**config.mk**
```make
export PLATFORM = sky130hd
export DESIGN_NAME = productivity_countdown_timer_fsm
export DESIGN_NICKNAME = d
export VERILOG_FILES = /design/src/rtl/pctf_pkg.sv /design/src/rtl/pctf_cfg.sv /design/src/rtl/pctf_step.sv /design/src/rtl/productivity_countdown_timer_fsm.sv
export SDC_FILE = /design/constraint.sdc
export NUM_CORES = 1
export LEC_CHECK = 0
export ABC_AREA = 0
export ABC_CLOCK_PERIOD_IN_PS = 5960
export BUFFER_PORTS_ARGS = -buffer_cell sky130_fd_sc_hd__buf_4
export CORE_MARGIN = 5
export CORE_UTILIZATION = 50
export CTS_CLUSTER_SIZE = 24
export DETAILED_ROUTE_END_ITERATION = 8
export HOLD_SLACK_MARGIN = 0.08
export PLACE_DENSITY = 0.7
export SYNTH_ARGS = -nofsm -noshare
export SYNTH_HDL_FRONTEND = slang
export SYNTH_HIERARCHICAL = 1
export SYNTH_SLANG_ARGS = --single-unit
```
**constraint.sdc**
```tcl
create_clock -name clk -period 5.96 [get_ports clk]
set_clock_uncertainty 0.1 [all_clocks]
set_input_delay 0.596 -clock clk [delete_from_list [all_inputs] [get_ports clk]]
set_output_delay 0.596 -clock clk [all_outputs]
set_load 0.1 [all_outputs]
```
**src/rtl/pctf_pkg.sv**
```systemverilog
package pctf_pkg;

    localparam int TIME_BITS = 16;
    localparam int STEP_BITS = 12;
    localparam int SUB_BITS = 4;
    localparam int WORK_BITS = 32;
    localparam int SUM_BITS = ((TIME_BITS > STEP_BITS) ? TIME_BITS : STEP_BITS) + 1;

    localparam logic [TIME_BITS-1:0] TIME_MAX = {TIME_BITS{1'b1}};
    localparam logic [WORK_BITS-1:0] WORK_MAX = {WORK_BITS{1'b1}};

    localparam logic [STEP_BITS-1:0] STEP_RESET = 12'd60;
    localparam logic [SUB_BITS-1:0] BEEP_RESET = 4'd5;
    localparam logic [SUB_BITS-1:0] COUNT_RESET = 4'd10;

    localparam int ADDR_BITS = 4;
    localparam logic [1:0] REG_STEP = 2'd0;
    localparam logic [1:0] REG_BEEP = 2'd1;
    localparam logic [1:0] REG_COUNT = 2'd2;

    localparam logic [2:0] EV_INC = 3'd0;
    localparam logic [2:0] EV_DEC = 3'd1;
    localparam logic [2:0] EV_TICK = 3'd2;
    localparam logic [2:0] EV_START = 3'd3;
    localparam logic [2:0] EV_ABORT = 3'd4;

    localparam logic [1:0] RES_HANDLED = 2'd0;
    localparam logic [1:0] RES_IGNORED = 2'd1;
    localparam logic [1:0] RES_TRANS = 2'd2;

    localparam logic [1:0] MSG_NONE = 2'd0;
    localparam logic [1:0] MSG_SET = 2'd1;
    localparam logic [1:0] MSG_WORKED = 2'd2;
    localparam logic [1:0] MSG_PAUSED = 2'd3;

    typedef enum logic [2:0] {
        ST_IDLE  = 3'd0,
        ST_SET   = 3'd1,
        ST_COUNT = 3'd2,
        ST_PAUSE = 3'd3,
        ST_STATS = 3'd4
    } state_t;

    typedef struct packed {
        logic [STEP_BITS-1:0] step_seconds;
        logic [SUB_BITS-1:0]  beep_subtick;
        logic [SUB_BITS-1:0]  count_subtick;
    } cfg_t;

    typedef struct packed {
        logic [1:0]           status;
        logic [2:0]           mode;
        logic                 clear_display;
        logic                 show_time;
        logic [WORK_BITS-1:0] time_shown;
        logic [1:0]           message;
        logic                 beep;
    } result_t;

endpackage

```
**src/rtl/pctf_cfg.sv**
```systemverilog
module pctf_cfg (
    input  logic                          clk,
    input  logic                          rst_n,
    input  logic                          psel,
    input  logic                          penable,
    input  logic                          pwrite,
    input  logic [pctf_pkg::ADDR_BITS-1:0] paddr,
    input  logic [31:0]                   pwdata,
    output logic [31:0]                   prdata,
    output logic                          pready,
    output pctf_pkg::cfg_t                cfg
);

    logic [pctf_pkg::STEP_BITS-1:0] step_reg;
    logic [pctf_pkg::SUB_BITS-1:0]  beep_reg;
    logic [pctf_pkg::SUB_BITS-1:0]  count_reg;
    logic                           wr_en;

    assign pready = 1'b1;
    assign wr_en  = psel && penable && pwrite && pready;

    always_ff @(posedge clk or negedge rst_n)
    begin
        if (!rst_n)
        begin
            step_reg  <= pctf_pkg::STEP_RESET;
            beep_reg  <= pctf_pkg::BEEP_RESET;
            count_reg <= pctf_pkg::COUNT_RESET;
        end
        else if (wr_en)
        begin
            case (paddr[3:2])
                pctf_pkg::REG_STEP:  step_reg  <= pwdata[pctf_pkg::STEP_BITS-1:0];
                pctf_pkg::REG_BEEP:  beep_reg  <= pwdata[pctf_pkg::SUB_BITS-1:0];
                pctf_pkg::REG_COUNT: count_reg <= pwdata[pctf_pkg::SUB_BITS-1:0];
                default:
                begin
                end
            endcase
        end
    end

    always_comb
    begin
        case (paddr[3:2])
            pctf_pkg::REG_STEP:  prdata = 32'(step_reg);
            pctf_pkg::REG_BEEP:  prdata = 32'(beep_reg);
            pctf_pkg::REG_COUNT: prdata = 32'(count_reg);
            default:             prdata = 32'd0;
        endcase
    end

    assign cfg.step_seconds  = step_reg;
    assign cfg.beep_subtick  = beep_reg;
    assign cfg.count_subtick = count_reg;

endmodule

```
**src/rtl/pctf_step.sv**
```systemverilog
module pctf_step (
    input  logic                          clk,
    input  logic                          rst_n,
    input  pctf_pkg::cfg_t                cfg,
    input  logic                          advance,
    input  logic [2:0]                    kind,
    input  logic [pctf_pkg::SUB_BITS-1:0] sub_tick,
    output pctf_pkg::result_t             res
);

    localparam int TB = pctf_pkg::TIME_BITS;
    localparam int SB = pctf_pkg::SUM_BITS;
    localparam int WB = pctf_pkg::WORK_BITS;

    pctf_pkg::state_t state_reg, state_next;
    logic [TB-1:0] set_reg, set_next;
    logic [TB-1:0] run_reg, run_next;
    logic [WB-1:0] tot_reg, tot_next;

    // handler result before exit and entry actions
    pctf_pkg::state_t target;
    logic          trans;
    logic [1:0]    status;
    logic [TB-1:0] set_a;
    logic [TB-1:0] run_a;
    logic          show_a;
    logic [WB-1:0] time_a;
    logic          beep_a;

    logic [SB-1:0] set_ext;
    logic [SB-1:0] step_ext;
    logic [SB-1:0] inc_sum;
    logic [TB-1:0] set_inc;
    logic          dec_ok;
    logic [TB-1:0] set_dec;
    logic [TB-1:0] set_tick;
    logic [TB-1:0] run_tick;
    logic          is_tick_beep;
    logic          is_tick_count;
    logic [WB:0]   work_sum;
    logic [WB-1:0] tot_x;
    logic [TB-1:0] run_x;

    assign set_ext       = SB'(set_reg);
    assign step_ext      = SB'(cfg.step_seconds);
    assign inc_sum       = set_ext + step_ext;
    assign set_inc       = (inc_sum > SB'(pctf_pkg::TIME_MAX)) ? pctf_pkg::TIME_MAX
                                                               : inc_sum[TB-1:0];
    assign dec_ok        = (set_ext >= step_ext);
    assign set_dec       = TB'(set_ext - step_ext);
    assign set_tick      = (set_reg != '0) ? set_reg - TB'(1) : set_reg;
    assign run_tick      = (run_reg != pctf_pkg::TIME_MAX) ? run_reg + TB'(1) : run_reg;
    assign is_tick_beep  = (kind == pctf_pkg::EV_TICK) && (sub_tick == cfg.beep_subtick);
    assign is_tick_count = (kind == pctf_pkg::EV_TICK) && (sub_tick == cfg.count_subtick);

    // event handler of the current state
    always_comb
    begin
        target = state_reg;
        trans  = 1'b0;
        status = pctf_pkg::RES_IGNORED;
        set_a  = set_reg;
        run_a  = run_reg;
        show_a = 1'b0;
        time_a = '0;
        beep_a = 1'b0;
        case (state_reg)
            pctf_pkg::ST_IDLE:
            begin
                if (kind == pctf_pkg::EV_INC)
                begin
                    set_a  = set_inc;
                    target = pctf_pkg::ST_SET;
                    trans  = 1'b1;
                end
                else if (kind == pctf_pkg::EV_START)
                begin
                    target = pctf_pkg::ST_STATS;
                    trans  = 1'b1;
                end
                else if (is_tick_beep)
                begin
                    beep_a = 1'b1;
                    status = pctf_pkg::RES_HANDLED;
                end
            end
            pctf_pkg::ST_SET:
            begin
                if (kind == pctf_pkg::EV_INC)
                begin
                    set_a  = set_inc;
                    show_a = 1'b1;
                    time_a = WB'(set_inc);
                    status = pctf_pkg::RES_HANDLED;
                end
                else if (kind == pctf_pkg::EV_DEC)
                begin
                    if (dec_ok)
                    begin
                        set_a  = set_dec;
                        show_a = 1'b1;
                        time_a = WB'(set_dec);
                        status = pctf_pkg::RES_HANDLED;
                    end
                end
                else if (kind == pctf_pkg::EV_ABORT)
                begin
                    target = pctf_pkg::ST_IDLE;
                    trans  = 1'b1;
                end
                else if (kind == pctf_pkg::EV_START && set_reg != '0)
                begin
                    target = pctf_pkg::ST_COUNT;
                    trans  = 1'b1;
                end
            end
            pctf_pkg::ST_COUNT:
            begin
                if (kind == pctf_pkg::EV_ABORT)
                begin
                    target = pctf_pkg::ST_IDLE;
                    trans  = 1'b1;
                end
                else if (kind == pctf_pkg::EV_START)
                begin
                    target = pctf_pkg::ST_PAUSE;
                    trans  = 1'b1;
                end
                else if (is_tick_count)
                begin
                    set_a  = set_tick;
                    run_a  = run_tick;
                    show_a = 1'b1;
                    time_a = WB'(set_tick);
                    if (set_tick == '0)
                    begin
                        target = pctf_pkg::ST_IDLE;
                        trans  = 1'b1;
                    end
                    else
                    begin
                        status = pctf_pkg::RES_HANDLED;
                    end
                end
            end
            pctf_pkg::ST_PAUSE:
            begin
                if (kind == pctf_pkg::EV_INC)
                begin
                    set_a  = set_inc;
                    show_a = 1'b1;
                    time_a = WB'(set_inc);
                    target = pctf_pkg::ST_SET;
                    trans  = 1'b1;
                end
                else if (kind == pctf_pkg::EV_DEC)
                begin
                    if (dec_ok)
                    begin
                        set_a  = set_dec;
                        show_a = 1'b1;
                        time_a = WB'(set_dec);
                        target = pctf_pkg::ST_SET;
                        trans  = 1'b1;
                    end
                end
                else if (kind == pctf_pkg::EV_ABORT)
                begin
                    target = pctf_pkg::ST_IDLE;
                    trans  = 1'b1;
                end
                else if (kind == pctf_pkg::EV_START)
                begin
                    target = pctf_pkg::ST_COUNT;
                    trans  = 1'b1;
                end
            end
            pctf_pkg::ST_STATS:
            begin
                if (is_tick_count)
                begin
                    target = pctf_pkg::ST_IDLE;
                    trans  = 1'b1;
                end
            end
            default:
            begin
            end
        endcase
        if (trans)
        begin
            status = pctf_pkg::RES_TRANS;
        end
    end

    // exit of countdown books the run into the worked total
    assign work_sum = (WB + 1)'(pctf_pkg::WORK_MAX & '0) + {1'b0, tot_reg} + (WB + 1)'(run_a);

    always_comb
    begin
        tot_x = tot_reg;
        run_x = run_a;
        if (trans && state_reg == pctf_pkg::ST_COUNT)
        begin
            tot_x = work_sum[WB] ? pctf_pkg::WORK_MAX : work_sum[WB-1:0];
            run_x = '0;
        end
    end

    // next state
    always_comb
    begin
        state_next = state_reg;
        set_next   = set_reg;
        run_next   = run_reg;
        tot_next   = tot_reg;
        if (kind <= pctf_pkg::EV_ABORT)
        begin
            state_next = target;
            set_next   = set_a;
            run_next   = run_x;
            tot_next   = tot_x;
            if (trans && target == pctf_pkg::ST_IDLE)
            begin
                set_next = '0;
                run_next = '0;
            end
        end
    end

    // display actions
    always_comb
    begin
        res.status        = pctf_pkg::RES_IGNORED;
        res.mode          = state_reg;
        res.clear_display = 1'b0;
        res.show_time     = 1'b0;
        res.time_shown    = '0;
        res.message       = pctf_pkg::MSG_NONE;
        res.beep          = 1'b0;
        if (kind <= pctf_pkg::EV_ABORT)
        begin
            res.status     = status;
            res.mode       = state_next;
            res.show_time  = show_a;
            res.time_shown = time_a;
            res.beep       = beep_a;
            if (trans)
            begin
                res.clear_display = (state_reg != pctf_pkg::ST_COUNT);
                case (target)
                    pctf_pkg::ST_IDLE:
                    begin
                        res.show_time  = 1'b1;
                        res.time_shown = '0;
                        res.message    = pctf_pkg::MSG_SET;
                    end
                    pctf_pkg::ST_SET:
                    begin
                        res.show_time  = 1'b1;
                        res.time_shown = WB'(set_a);
                    end
                    pctf_pkg::ST_PAUSE:
                    begin
                        res.message = pctf_pkg::MSG_PAUSED;
                    end
                    pctf_pkg::ST_STATS:
                    begin
                        res.show_time  = 1'b1;
                        res.time_shown = tot_x;
                        res.message    = pctf_pkg::MSG_WORKED;
                    end
                    default:
                    begin
                    end
                endcase
            end
        end
    end

    always_ff @(posedge clk or negedge rst_n)
    begin
        if (!rst_n)
        begin
            state_reg <= pctf_pkg::ST_IDLE;
            set_reg   <= '0;
            run_reg   <= '0;
            tot_reg   <= '0;
        end
        else if (advance)
        begin
            state_reg <= state_next;
            set_reg   <= set_next;
            run_reg   <= run_next;
            tot_reg   <= tot_next;
        end
    end

endmodule

```
**src/rtl/productivity_countdown_timer_fsm.sv**
```systemverilog
// productivity countdown timer: five-state button timer (idle, set, countdown,
// pause, stats) driven by one event per input transfer
// s_tuser carries the event kind, s_tdata the sub-second count of a tick
// m_tdata returns one result per event: status, new mode and display actions
// the apb port sets step_seconds (0x0), beep_subtick (0x4), count_subtick (0x8)
// an accepted event is held in the input register; the step logic then
// updates the timer state and loads the result register, which drives
// m_tvalid and m_tdata
// throughput is one event per cycle while the receiver takes results, set by
// the combinational step logic between the input and the result register
// when the receiver stalls, the result holds in the output register while one
// more event is taken into the input register; s_tready then drops
// reset returns to idle with zero set, run and worked times and the register
// defaults, without showing anything on the display
module productivity_countdown_timer_fsm (
    input  logic                          clk,
    input  logic                          rst_n,
    input  logic                          s_tvalid,
    output logic                          s_tready,
    input  logic [7:0]                    s_tdata,  // sub_tick[3:0], zero fill
    input  logic [2:0]                    s_tuser,  // kind[2:0]
    output logic                          m_tvalid,
    input  logic                          m_tready,
    // status[1:0], mode[4:2], clear_display[5], show_time[6], time_shown[38:7],
    // message[40:39], beep[41], zero fill
    output logic [47:0]                   m_tdata,
    input  logic                          psel,
    input  logic                          penable,
    input  logic                          pwrite,
    input  logic [pctf_pkg::ADDR_BITS-1:0] paddr,
    input  logic [31:0]                   pwdata,
    output logic [31:0]                   prdata,
    output logic                          pready
);

    pctf_pkg::cfg_t    cfg;
    pctf_pkg::result_t res;
    pctf_pkg::result_t out_reg;

    logic                          in_valid_reg;
    logic [2:0]                    kind_reg;
    logic [pctf_pkg::SUB_BITS-1:0] sub_reg;
    logic                          out_valid_reg;
    logic                          advance;

    assign advance  = in_valid_reg && (!out_valid_reg || m_tready);
    assign s_tready = !in_valid_reg || advance;

    pctf_cfg u_cfg (
        .clk     (clk),
        .rst_n   (rst_n),
        .psel    (psel),
        .penable (penable),
        .pwrite  (pwrite),
        .paddr   (paddr),
        .pwdata  (pwdata),
        .prdata  (prdata),
        .pready  (pready),
        .cfg     (cfg)
    );

    pctf_step u_step (
        .clk      (clk),
        .rst_n    (rst_n),
        .cfg      (cfg),
        .advance  (advance),
        .kind     (kind_reg),
        .sub_tick (sub_reg),
        .res      (res)
    );

    always_ff @(posedge clk or negedge rst_n)
    begin
        if (!rst_n)
        begin
            in_valid_reg  <= 1'b0;
            out_valid_reg <= 1'b0;
        end
        else
        begin
            if (s_tready)
            begin
                in_valid_reg <= s_tvalid;
            end
            if (advance)
            begin
                out_valid_reg <= 1'b1;
            end
            else if (m_tready)
            begin
                out_valid_reg <= 1'b0;
            end
        end
    end

    always_ff @(posedge clk)
    begin
        if (s_tready && s_tvalid)
        begin
            kind_reg <= s_tuser;
            sub_reg  <= s_tdata[pctf_pkg::SUB_BITS-1:0];
        end
        if (advance)
        begin
            out_reg <= res;
        end
    end

    assign m_tvalid = out_valid_reg;
    assign m_tdata  = {6'd0, out_reg.beep, out_reg.message, out_reg.time_shown,
                       out_reg.show_time, out_reg.clear_display, out_reg.mode,
                       out_reg.status};

endmodule
```
# Yosys cells after proc, flatten, opt, wreduce, memory -nomap -nowiden
# Cells that the tools add are included.
# W data, S select, Z words.
[word_totals]
output_inout_bits = 83
inputBits = 54
ff_bits = 138
elab_cells = 161
[classes]
bitwise_logic = 2
add_sub_neg = 5
mux = 89
reduce_logical = 27
n_eq_ne = 17
order_cmp = 3
[ops]
columns = ["cell", "count"]
rows = [
  ["$mux W16", 19],
  ["$mux W32", 6],
  ["$pmux W33 S3", 1],
  ["$pmux W32 S2", 1],
  ["$mux W3", 17],
  ["$pmux W16 S3", 1],
  ["$mux W40", 1],
  ["$mux W36", 1],
  ["$pmux W12 S3", 1],
  ["$add A32 B16 Y33", 1],
  ["$mux W1", 28],
  ["$add A16 B12 Y17", 1],
  ["$gt A17 B16 Y1 const B", 1],
  ["$add A16 B1 Y16 const B", 1],
  ["$ge A16 B12 Y1", 1],
  ["$logic_not A16 Y1", 1],
  ["$mux W2", 8],
  ["$ne A16 B16 Y1 const B", 1],
  ["$reduce_bool A16 Y1", 1],
  ["$sub A16 B1 Y16 const B", 1],
  ["$sub A16 B12 Y16", 1],
  ["$eq A3 B2 Y1 const B", 5],
  ["$pmux W3 S5", 1],
  ["$pmux W2 S3", 2],
  ["other kinds (19)", 41],
]

# Logic depth before layout (Yosys ltp)
# Gate-level depths: netlist (run 1).
[logic_depth]
word_depth = 13
depth_mapped = 21

# By module
# The synthesis (run 1) kept the hierarchy.
[modules_own_cells]
columns = ["module", "seq_area_each_um2", "n_inst", "cells_each", "area_each_um2"]
rows = [
  ["pctf_step", 1676.6, 1, 1115, 8071.5],
  ["productivity_countdown_timer_fsm", 1521.5, 1, 64, 1624.1],
  ["pctf_cfg", 510.5, 1, 91, 1106.1],
]

# Worst setup path after synthesis (run 1)
# Ideal clock, no wire load.
[synth_timing]
path_type = "register -> register"
startpoint = "reg u_step.state_reg[0]"
endpoint = "reg out_reg, in the netlist m_tdata[26] (data pin)"
t_required_ns = 5.713
stages_incl_launch_ff = 20
path_buffers = 3
setup_ns = 0.147
synth_period_minus_slack_ns = 4.884
arrival_ns = 4.638
slack_ns = 1.076
path_cell_list = "dfrtp_1 nand2b_1 or2_1 or4b_1 clkbuf_1 nor2_1 xor2_1 ha_1 inv_1 fa_1 nor2b_1 o2111ai_1 and4b_1 o21a_1 o31ai_1 and2_1 nand2_1 buf_2 buf_1 a21oi_1"
[synth_via]
elab_chain_cells = 8
word_cells_on_any_way = 35
cone_classes = "1 x add/sub; 6 x eq/ne; 24 x mux; 4 x reduce/logical"
[synth_rtl]
columns = ["element", "line", "rtl"]
rows = [
  ["from (decl)", "pctf_step.sv:15", "pctf_pkg::state_t state_reg, state_next;"],
  ["from (signal assigned)", "pctf_step.sv:285", "state_reg <= pctf_pkg::ST_IDLE;"],
  ["from (signal assigned)", "pctf_step.sv:292", "state_reg <= state_next;"],
  ["branches (longest 7 deep; another with $add A32 B16 Y33)", "n/a", ""],
  ["$mux W36 (*)", "pctf_step.sv:248", "if (trans)"],
  ["to (signal assigned)", "productivity_countdown_timer_fsm.sv:105", "out_reg <= res;"],
  ["to (decl)", "productivity_countdown_timer_fsm.sv:38", "pctf_pkg::result_t out_reg;"],
]
# Every way passes the cells marked *.
# A chain may end at the register's enable or synchronous reset.

# Worst setup path in the final report (run 1)
[layout_timing]
startpoint = "reg u_step.state_reg[0]"
endpoint = "reg u_step.tot_reg[28]"
[layout_via]
elab_chain_cells = 5
word_cells_on_any_way = 11
cone_classes = "1 x add/sub; 4 x eq/ne; 4 x mux; 2 x reduce/logical"
[layout_rtl]
columns = ["element", "line", "rtl"]
rows = [
  ["$eq A3 B2 Y1", "pctf_step.sv:67, pctf_step.sv:203", ""],
  ["$mux W16", "pctf_step.sv:67", "case (state_reg)"],
  ["$add A32 B16 Y33", "pctf_step.sv:197", "assign work_sum = (WB + 1)'(pctf_pkg::WORK_MAX & '0) + {1'b0, tot_reg} + (WB + 1)'(run_a);"],
  ["$mux W32", "pctf_step.sv:205", "tot_x = work_sum[WB] ? pctf_pkg::WORK_MAX : work_sum[WB-1:0];"],
  ["$mux W32 (*)", "pctf_step.sv:203", "if (trans && state_reg == pctf_pkg::ST_COUNT)"],
  ["to (signal assigned)", "pctf_step.sv:295", "tot_reg <= tot_next;"],
  ["to (decl)", "pctf_step.sv:18", "logic [WB-1:0] tot_reg, tot_next;"],
]
# Mark *: on every way between the ends. The rest lies on a longest branch, timed or not.

==> metrics, run 1 <==
Synth Flop Type=dfrtp_1; Post-Synth Adder-Cell Area=0.0542; Final Slew Violations=0; Least-Margin Pin Slew=1.06 ns; Mean Syn Cell Area=8.51 um^2; Starting DRT DRC Count=802; clk_lat worst skew=0.43 ns; fmax=0.188 GHz; diode count=0; met2 routed WL=13800 um; met1 wire length=13900 um; top-area cell type share of the netlist area=0.188; postcts setup bufs=0; Post-synth EDFFs=49; # fillers=1923; area post-placement=11500 um^2; Worst setup EP type=register; simple-gate share of the synthesized area=0.206; share of power burned in registers=0.242; worst hold endpoint=sub_reg[1]; drt pass-1 iters=5; WL/cell=19.0 um; max cap viols=0; grt total ovfl=0; critical path class=register to register; ANT nets after route=0; Rel. slew slack=0.293; DIE HEIGHT=157 um; Net Switching=3.12 mW; synthesis-to-finish area growth=12.0%; setup slack after layout=0.630 ns; worst min-delay path category=input port to register; Final Hold Fails=0; Vias/cell=6.13; Crit path arrival time=5.53 ns; Compound-Gate Fraction of Synth Area=0.236; clock sinks=138; PnR Total Power=6.08 mW; switching share of power=0.513; gpl congestion=0.955; boundary pin count=137; Num CTS Buffers=17; Peak supply drop=0.000420 V; Comb pwr share=0.587; final net count=1418; Core ar.=21200 um^2; synthesized area=10800 um^2; Pleak=4.99 nW; reg2reg end=u_step/tot_reg[28]; post-route minimum period=5.33 ns; Final Instance Area=12100 um^2; register area=3710 um^2; pin count of the biggest net entering global routing=65; Fin Setup TNS=0 ns; clock power share=0.171; initial antenna violation count=0; count leader, synth=nor2_1; TritonCTS clock tree=done; largest family of logic cells by synthesized area=compound AO/OA/AOI/OAI gates; row count=53; run status=completed; final setup violating endpoints=0; Multi-input gate area=6490 um^2; Power Internal=2.96 mW; vias in the first global route=9354; Worst setup SP type=register; HPWL after DPL=22200 um; DR DRC count=0; Clock Tree Root=clkbuf_16; via count=9847; Die X=157 um; CTS Buffer Depth=2; die area=24600 um^2; most frequent cells after synthesis=nor2_1, nand2_1, a21oi_1; post-synthesis xor/xnor area fraction=0.0616; asr flop ratio synth=0.645; worst slack, placed=0.665 ns; Post-Route WL=30500 um; Largest register FFs=42; total length of routed met3 wires=2120 um; hold slack=0.244 ns; period utilization=0.894; mux contribution to synthesized area=0.0334; synthesis warning total=6; Critical Path RT=6.16 ns; flops & latches, synth=138; port bufs=83; initial core utilization=0.511; Synth area leaders=dfrtp_1, edfxtp_1, a21oi_1; Unique masters post-synth=91; Cells after DPL=1574; final cell count without fillers=1607; share of cells above drive strength 1=0.155; reg2reg path depth=18; R2R setup slack=0.63 ns; Synth Instances=1270; H-tree levels=4; critical path peak fanout=12; top sig layer=met4; final core occ=0.572; R2R Path Start=u_step/state_reg[0]; Total GRT Usage=0.250; first-pass GRT wire length=49300 um; clock-pin slew on the worst setup and hold paths=0.07 ns; RSZ-0062 raised after global routing=false; PwrDens=503 nW/um^2; sequential fraction of the synthesis area=0.343; Yosys top cell by area=dfrtp_1; hold path startpoint=s_tdata[1]; worst hold path stage count=1
## worst max-delay path, stage by stage (launching register included)
cell	delay (ns)
dfrtp_1	0.38
nand2b_1	0.18
or2_1	0.28
or4b_1	0.61
nor2_1	0.35
xor2_1	0.19
ha_1	0.21
inv_1	0.06
fa_1	0.40
nor2b_1	0.17
o2111ai_1	0.18
and4b_1	0.26
o21a_1	0.21
o31ai_1	0.24
buf_4	0.19
nand2_1	0.29
nor2_1	0.44
nand2_1	0.11
mux2_1	0.33
## cells by family (layout without fill, tap and decap cells)
logic type | count (synthesis) | after routing
DFF | 138 | 138
other | 3 | 27
adders and majority gates | 45 | 45
AOI/OAI and AO/OA | 392 | 392
and+or+nand+nor | 439 | 439
muxes | 33 | 33
buffers and inverters | 144 | 182
xor gates and xnor gates | 76 | 76
## how the worst max path moves through the flow
stage / start / to / slack [ns]
floorplan: u_step/state_reg[0] / m_tdata[26] / 1.08
finish: u_step/state_reg[0] / u_step/tot_reg[28] / 0.63
CTS: u_step/state_reg[0] / u_step/tot_reg[28] / 0.63
detailed placement: u_step/state_reg[0] / u_step/tot_reg[28] / 0.67
global route: kind_reg[0] / u_step/tot_reg[28] / 0.23
global placement: u_step/state_reg[0] / u_step/tot_reg[28] / 0.76
## repair_timing
item / CTS / global route
hold buffers: 1 / 0
gates resized for setup: 0 / 0
hold endpoints to repair: 22 / 0
## power by group through the flow
stage          combinational [mW]  clock [mW]  sequential [mW]
3_5_place_dp                 3.49           0             1.48
4_1_cts                      3.51        1.05             1.47
3_3_place_gp                 3.45           0             1.48
2_1_floorplan                2.41           0             1.77
6_report                     3.57        1.04             1.47
5_1_grt                      3.86        1.10             1.50
## metal layers
| layer | GRT usage | vias up |
|---|---|---|
| li1 | - | 4699 |
| met1 | 0.355 | 4708 |
| met2 | 0.394 | 397 |
| met3 | 0.0399 | 43 |
| met4 | 0.0731 | 0 |
| met5 | 0 | - |
## cells in the final DEF (no fill, tap or decap), types with 16 or more instances in the layout
cell type	instances
a21o_1	16
a21oi_1	105
a31oi_1	38
buf_4	113
clkbuf_16	17
conb_1	27
dfrtp_1	81
edfxtp_1	49
ha_1	42
inv_1	36
mux2_2	22
nand2_1	116
nand2b_1	18
nand3_1	30
nand4_1	19
nor2_1	123
nor3_1	32
o21a_1	16
o21ai_0	74
xnor2_1	48
xor2_1	28
## final cells by class
class	count	area share
repair buffers	114	0.0710
clock buffers	18	0.0355
clock inverters	14	0.0106
inverters	36	0.0112
flip-flops and latches	138	0.307
well taps	275	0.0285
multi-input cells	1012	0.537
(Power assumes the default switching activity.)
==> run 2, diff against run 1 <==
- GPL_TIMING_DRIVEN: not set -> 0
- RECOVER_POWER: not set -> 50
==> run 2 against run 1 <==
Effect of this change: the flow now finishes with violations (capacitance limit, slew limit); setup slack got worse by 0.36 ns; global-route usage increased by 2.7 points; hold slack improved by 0.015 ns; cell area increased by 3.4%; core utilization increased by 1.9 points; clock-buffer cell count decreased by 1; sequential share of layout area decreased by 1.0 points; combinational power increased by 6.7%; largest power group unchanged.
==> metrics, run 2 (synthesis gave the netlist of run 1 again) <==
run status=finished with violations; failing checks=capacitance limit, slew limit; TritonCTS clock tree=done; Starting DRT DRC Count=995; DIE HEIGHT=157 um; Crit path max-delay family=simple AND/OR/NAND/NOR gates; DR DRC count=0; grt total ovfl=0; Worst setup SP type=register; Final Instance Area=12500 um^2; Net Switching=3.27 mW; Crit path arrival time=5.87 ns; die area=24600 um^2; Critical Path RT=6.14 ns; most frequent cells in the layout=nor2_1, nand2_1, a21oi_1; max cap viols=2; vias in the first global route=9716; drt pass-1 iters=6; Clock Tree Root=clkbuf_16; CTS Buffer Depth=2; setup slack after layout=0.269 ns; diode count=0; Least-Margin Pin Slew=2.45 ns; Num CTS Buffers=17; first-pass GRT wire length=53500 um; Comb pwr share=0.591; worst slack, placed=-0.141 ns; WP buf/inv=4; Rel. slew slack=-0.635; WL/cell=20.4 um; Worst setup EP type=register; clk_lat worst skew=0.43 ns; share of power burned in registers=0.217; period utilization=0.955; share of cells above drive strength 1=0.155; worst min-delay path category=input port to register; Pleak=5.18 nW; initial antenna violation count=0; H-tree levels=4; Power Internal=3.18 mW; Largest register FFs=42; Total GRT Usage=0.277; HPWL after DPL=25500 um; # fillers=1955; Post-Route WL=34400 um; via count=10409; synthesis-to-finish area growth=15.8%; clock-pin slew on the worst setup and hold paths=0.07 ns; ANT nets after route=0; hold slack=0.259 ns; Final Slew Violations=130; area post-placement=11900 um^2; Vias/cell=6.18; Multi-input gate area=6470 um^2; critical path class=register to register; post-route minimum period=5.69 ns; register area=3710 um^2; Die X=157 um; pin count of the biggest net entering global routing=90; gpl congestion=0.998; PnR Total Power=6.45 mW; critical path's largest stage delay=0.52 ns; Core ar.=21200 um^2; switching share of power=0.508; fmax=0.176 GHz; Peak supply drop=0.000412 V; boundary pin count=137; commonest non-fill, non-tap cell in the layout=nor2_1; CP cell instances=nand2b_1, or2_1, or4b_1, clkbuf_1, nor2_2, xor2_1, ha_1, inv_1, fa_1, nor2b_1, o2111ai_1, and4b_1, o21a_1, o31ai_4, and2_2, nand2_1, buf_2, buf_1, a21oi_1; clock power share=0.192; port bufs=82; slowest stage cell, crit path=or4b_1; RSZ-0062 raised after global routing=false; row count=53; clock sinks=138; PwrDens=516 nW/um^2; final setup violating endpoints=0; Final Hold Fails=0; final net count=1495; critical path peak fanout=10; initial core utilization=0.511
[run 2: cell types whose count changed in the layout (fill, tap and decap cells not counted), sizes merged]
cell         change
dlygate4sd3      -1
buf              +6
clkbuf          +71
bufinv           +4
clkinvlp         -3
[run 2: repair_timing]
action / 4_1_cts / 5_1_grt
resized for setup: 1 / 6
setup buffers: 0 / 0
pin swaps: 0 / 0
cloned: 0 / 0
setup endpoints to repair: 22 / 32
hold buffers: 0 / 0
[run 2: final timing paths]
kind	from	end	slack, ns	cells after the start
max reg2reg	u_step/state_reg[0]	m_tdata[36]	0.27	19
max	u_step/state_reg[0]	m_tdata[36]	0.27	19
max in group asynchronous	rst_n	u_step/tot_reg[25]	3.50	1
min in group asynchronous	rst_n	u_cfg/beep_reg[3]	0.76	1
min reg2reg	in_valid_reg	m_tvalid	0.41	1
min	s_tdata[3]	sub_reg[3]	0.26	1
[run 2: power by group through the flow]
stage | Clock (mW) | Combinational [mW] | Sequential (mW)
finish | 1.24 | 3.81 | 1.40
global route | 1.29 | 4.06 | 1.42
CTS | 1.25 | 3.71 | 1.39
detailed placement | 0 | 3.69 | 1.41
global placement | 0 | 3.67 | 1.41
floorplan | 0 | 2.41 | 1.77
[run 2: cell type report]
| type | instances | area share |
|---|---|---|
| Timing Repair Buffer | 83 | 0.0493 |
| Clock buffer | 17 | 0.0340 |
| Tap cell | 275 | 0.0275 |
| Clock inverter | 15 | 0.0197 |
| Multi-Input combinational cell | 1012 | 0.517 |
| Sequential cell | 138 | 0.297 |
| Buffer | 108 | 0.0447 |
| Inverter | 36 | 0.0108 |
[run 2: through the flow]
| step | cells | setup TNS (ns) | utilization |
|---|---|---|---|
| after global placement | 1651 | -1.43 | 0.560 |
| final | 1684 | 0 | 0.591 |
| after CTS | 1684 | 0 | 0.593 |
| after global routing | 1684 | 0 | 0.591 |
| after detailed placement | 1652 | -1.77 | 0.561 |
| after floorplan | 1294 | 0 | - |
[run 2: per-layer routing]
| layer | share of wire | GRT usage | up-vias |
|---|---|---|---|
| met1 | 0.44 | 0.400 | 4926 |
| met3 | 0.089 | 0.0495 | 83 |
| met5 | 0 | 0 | - |
| li1 | - | - | 4866 |
| met2 | 0.44 | 0.422 | 534 |
| met4 | 0.030 | 0.0884 | 0 |
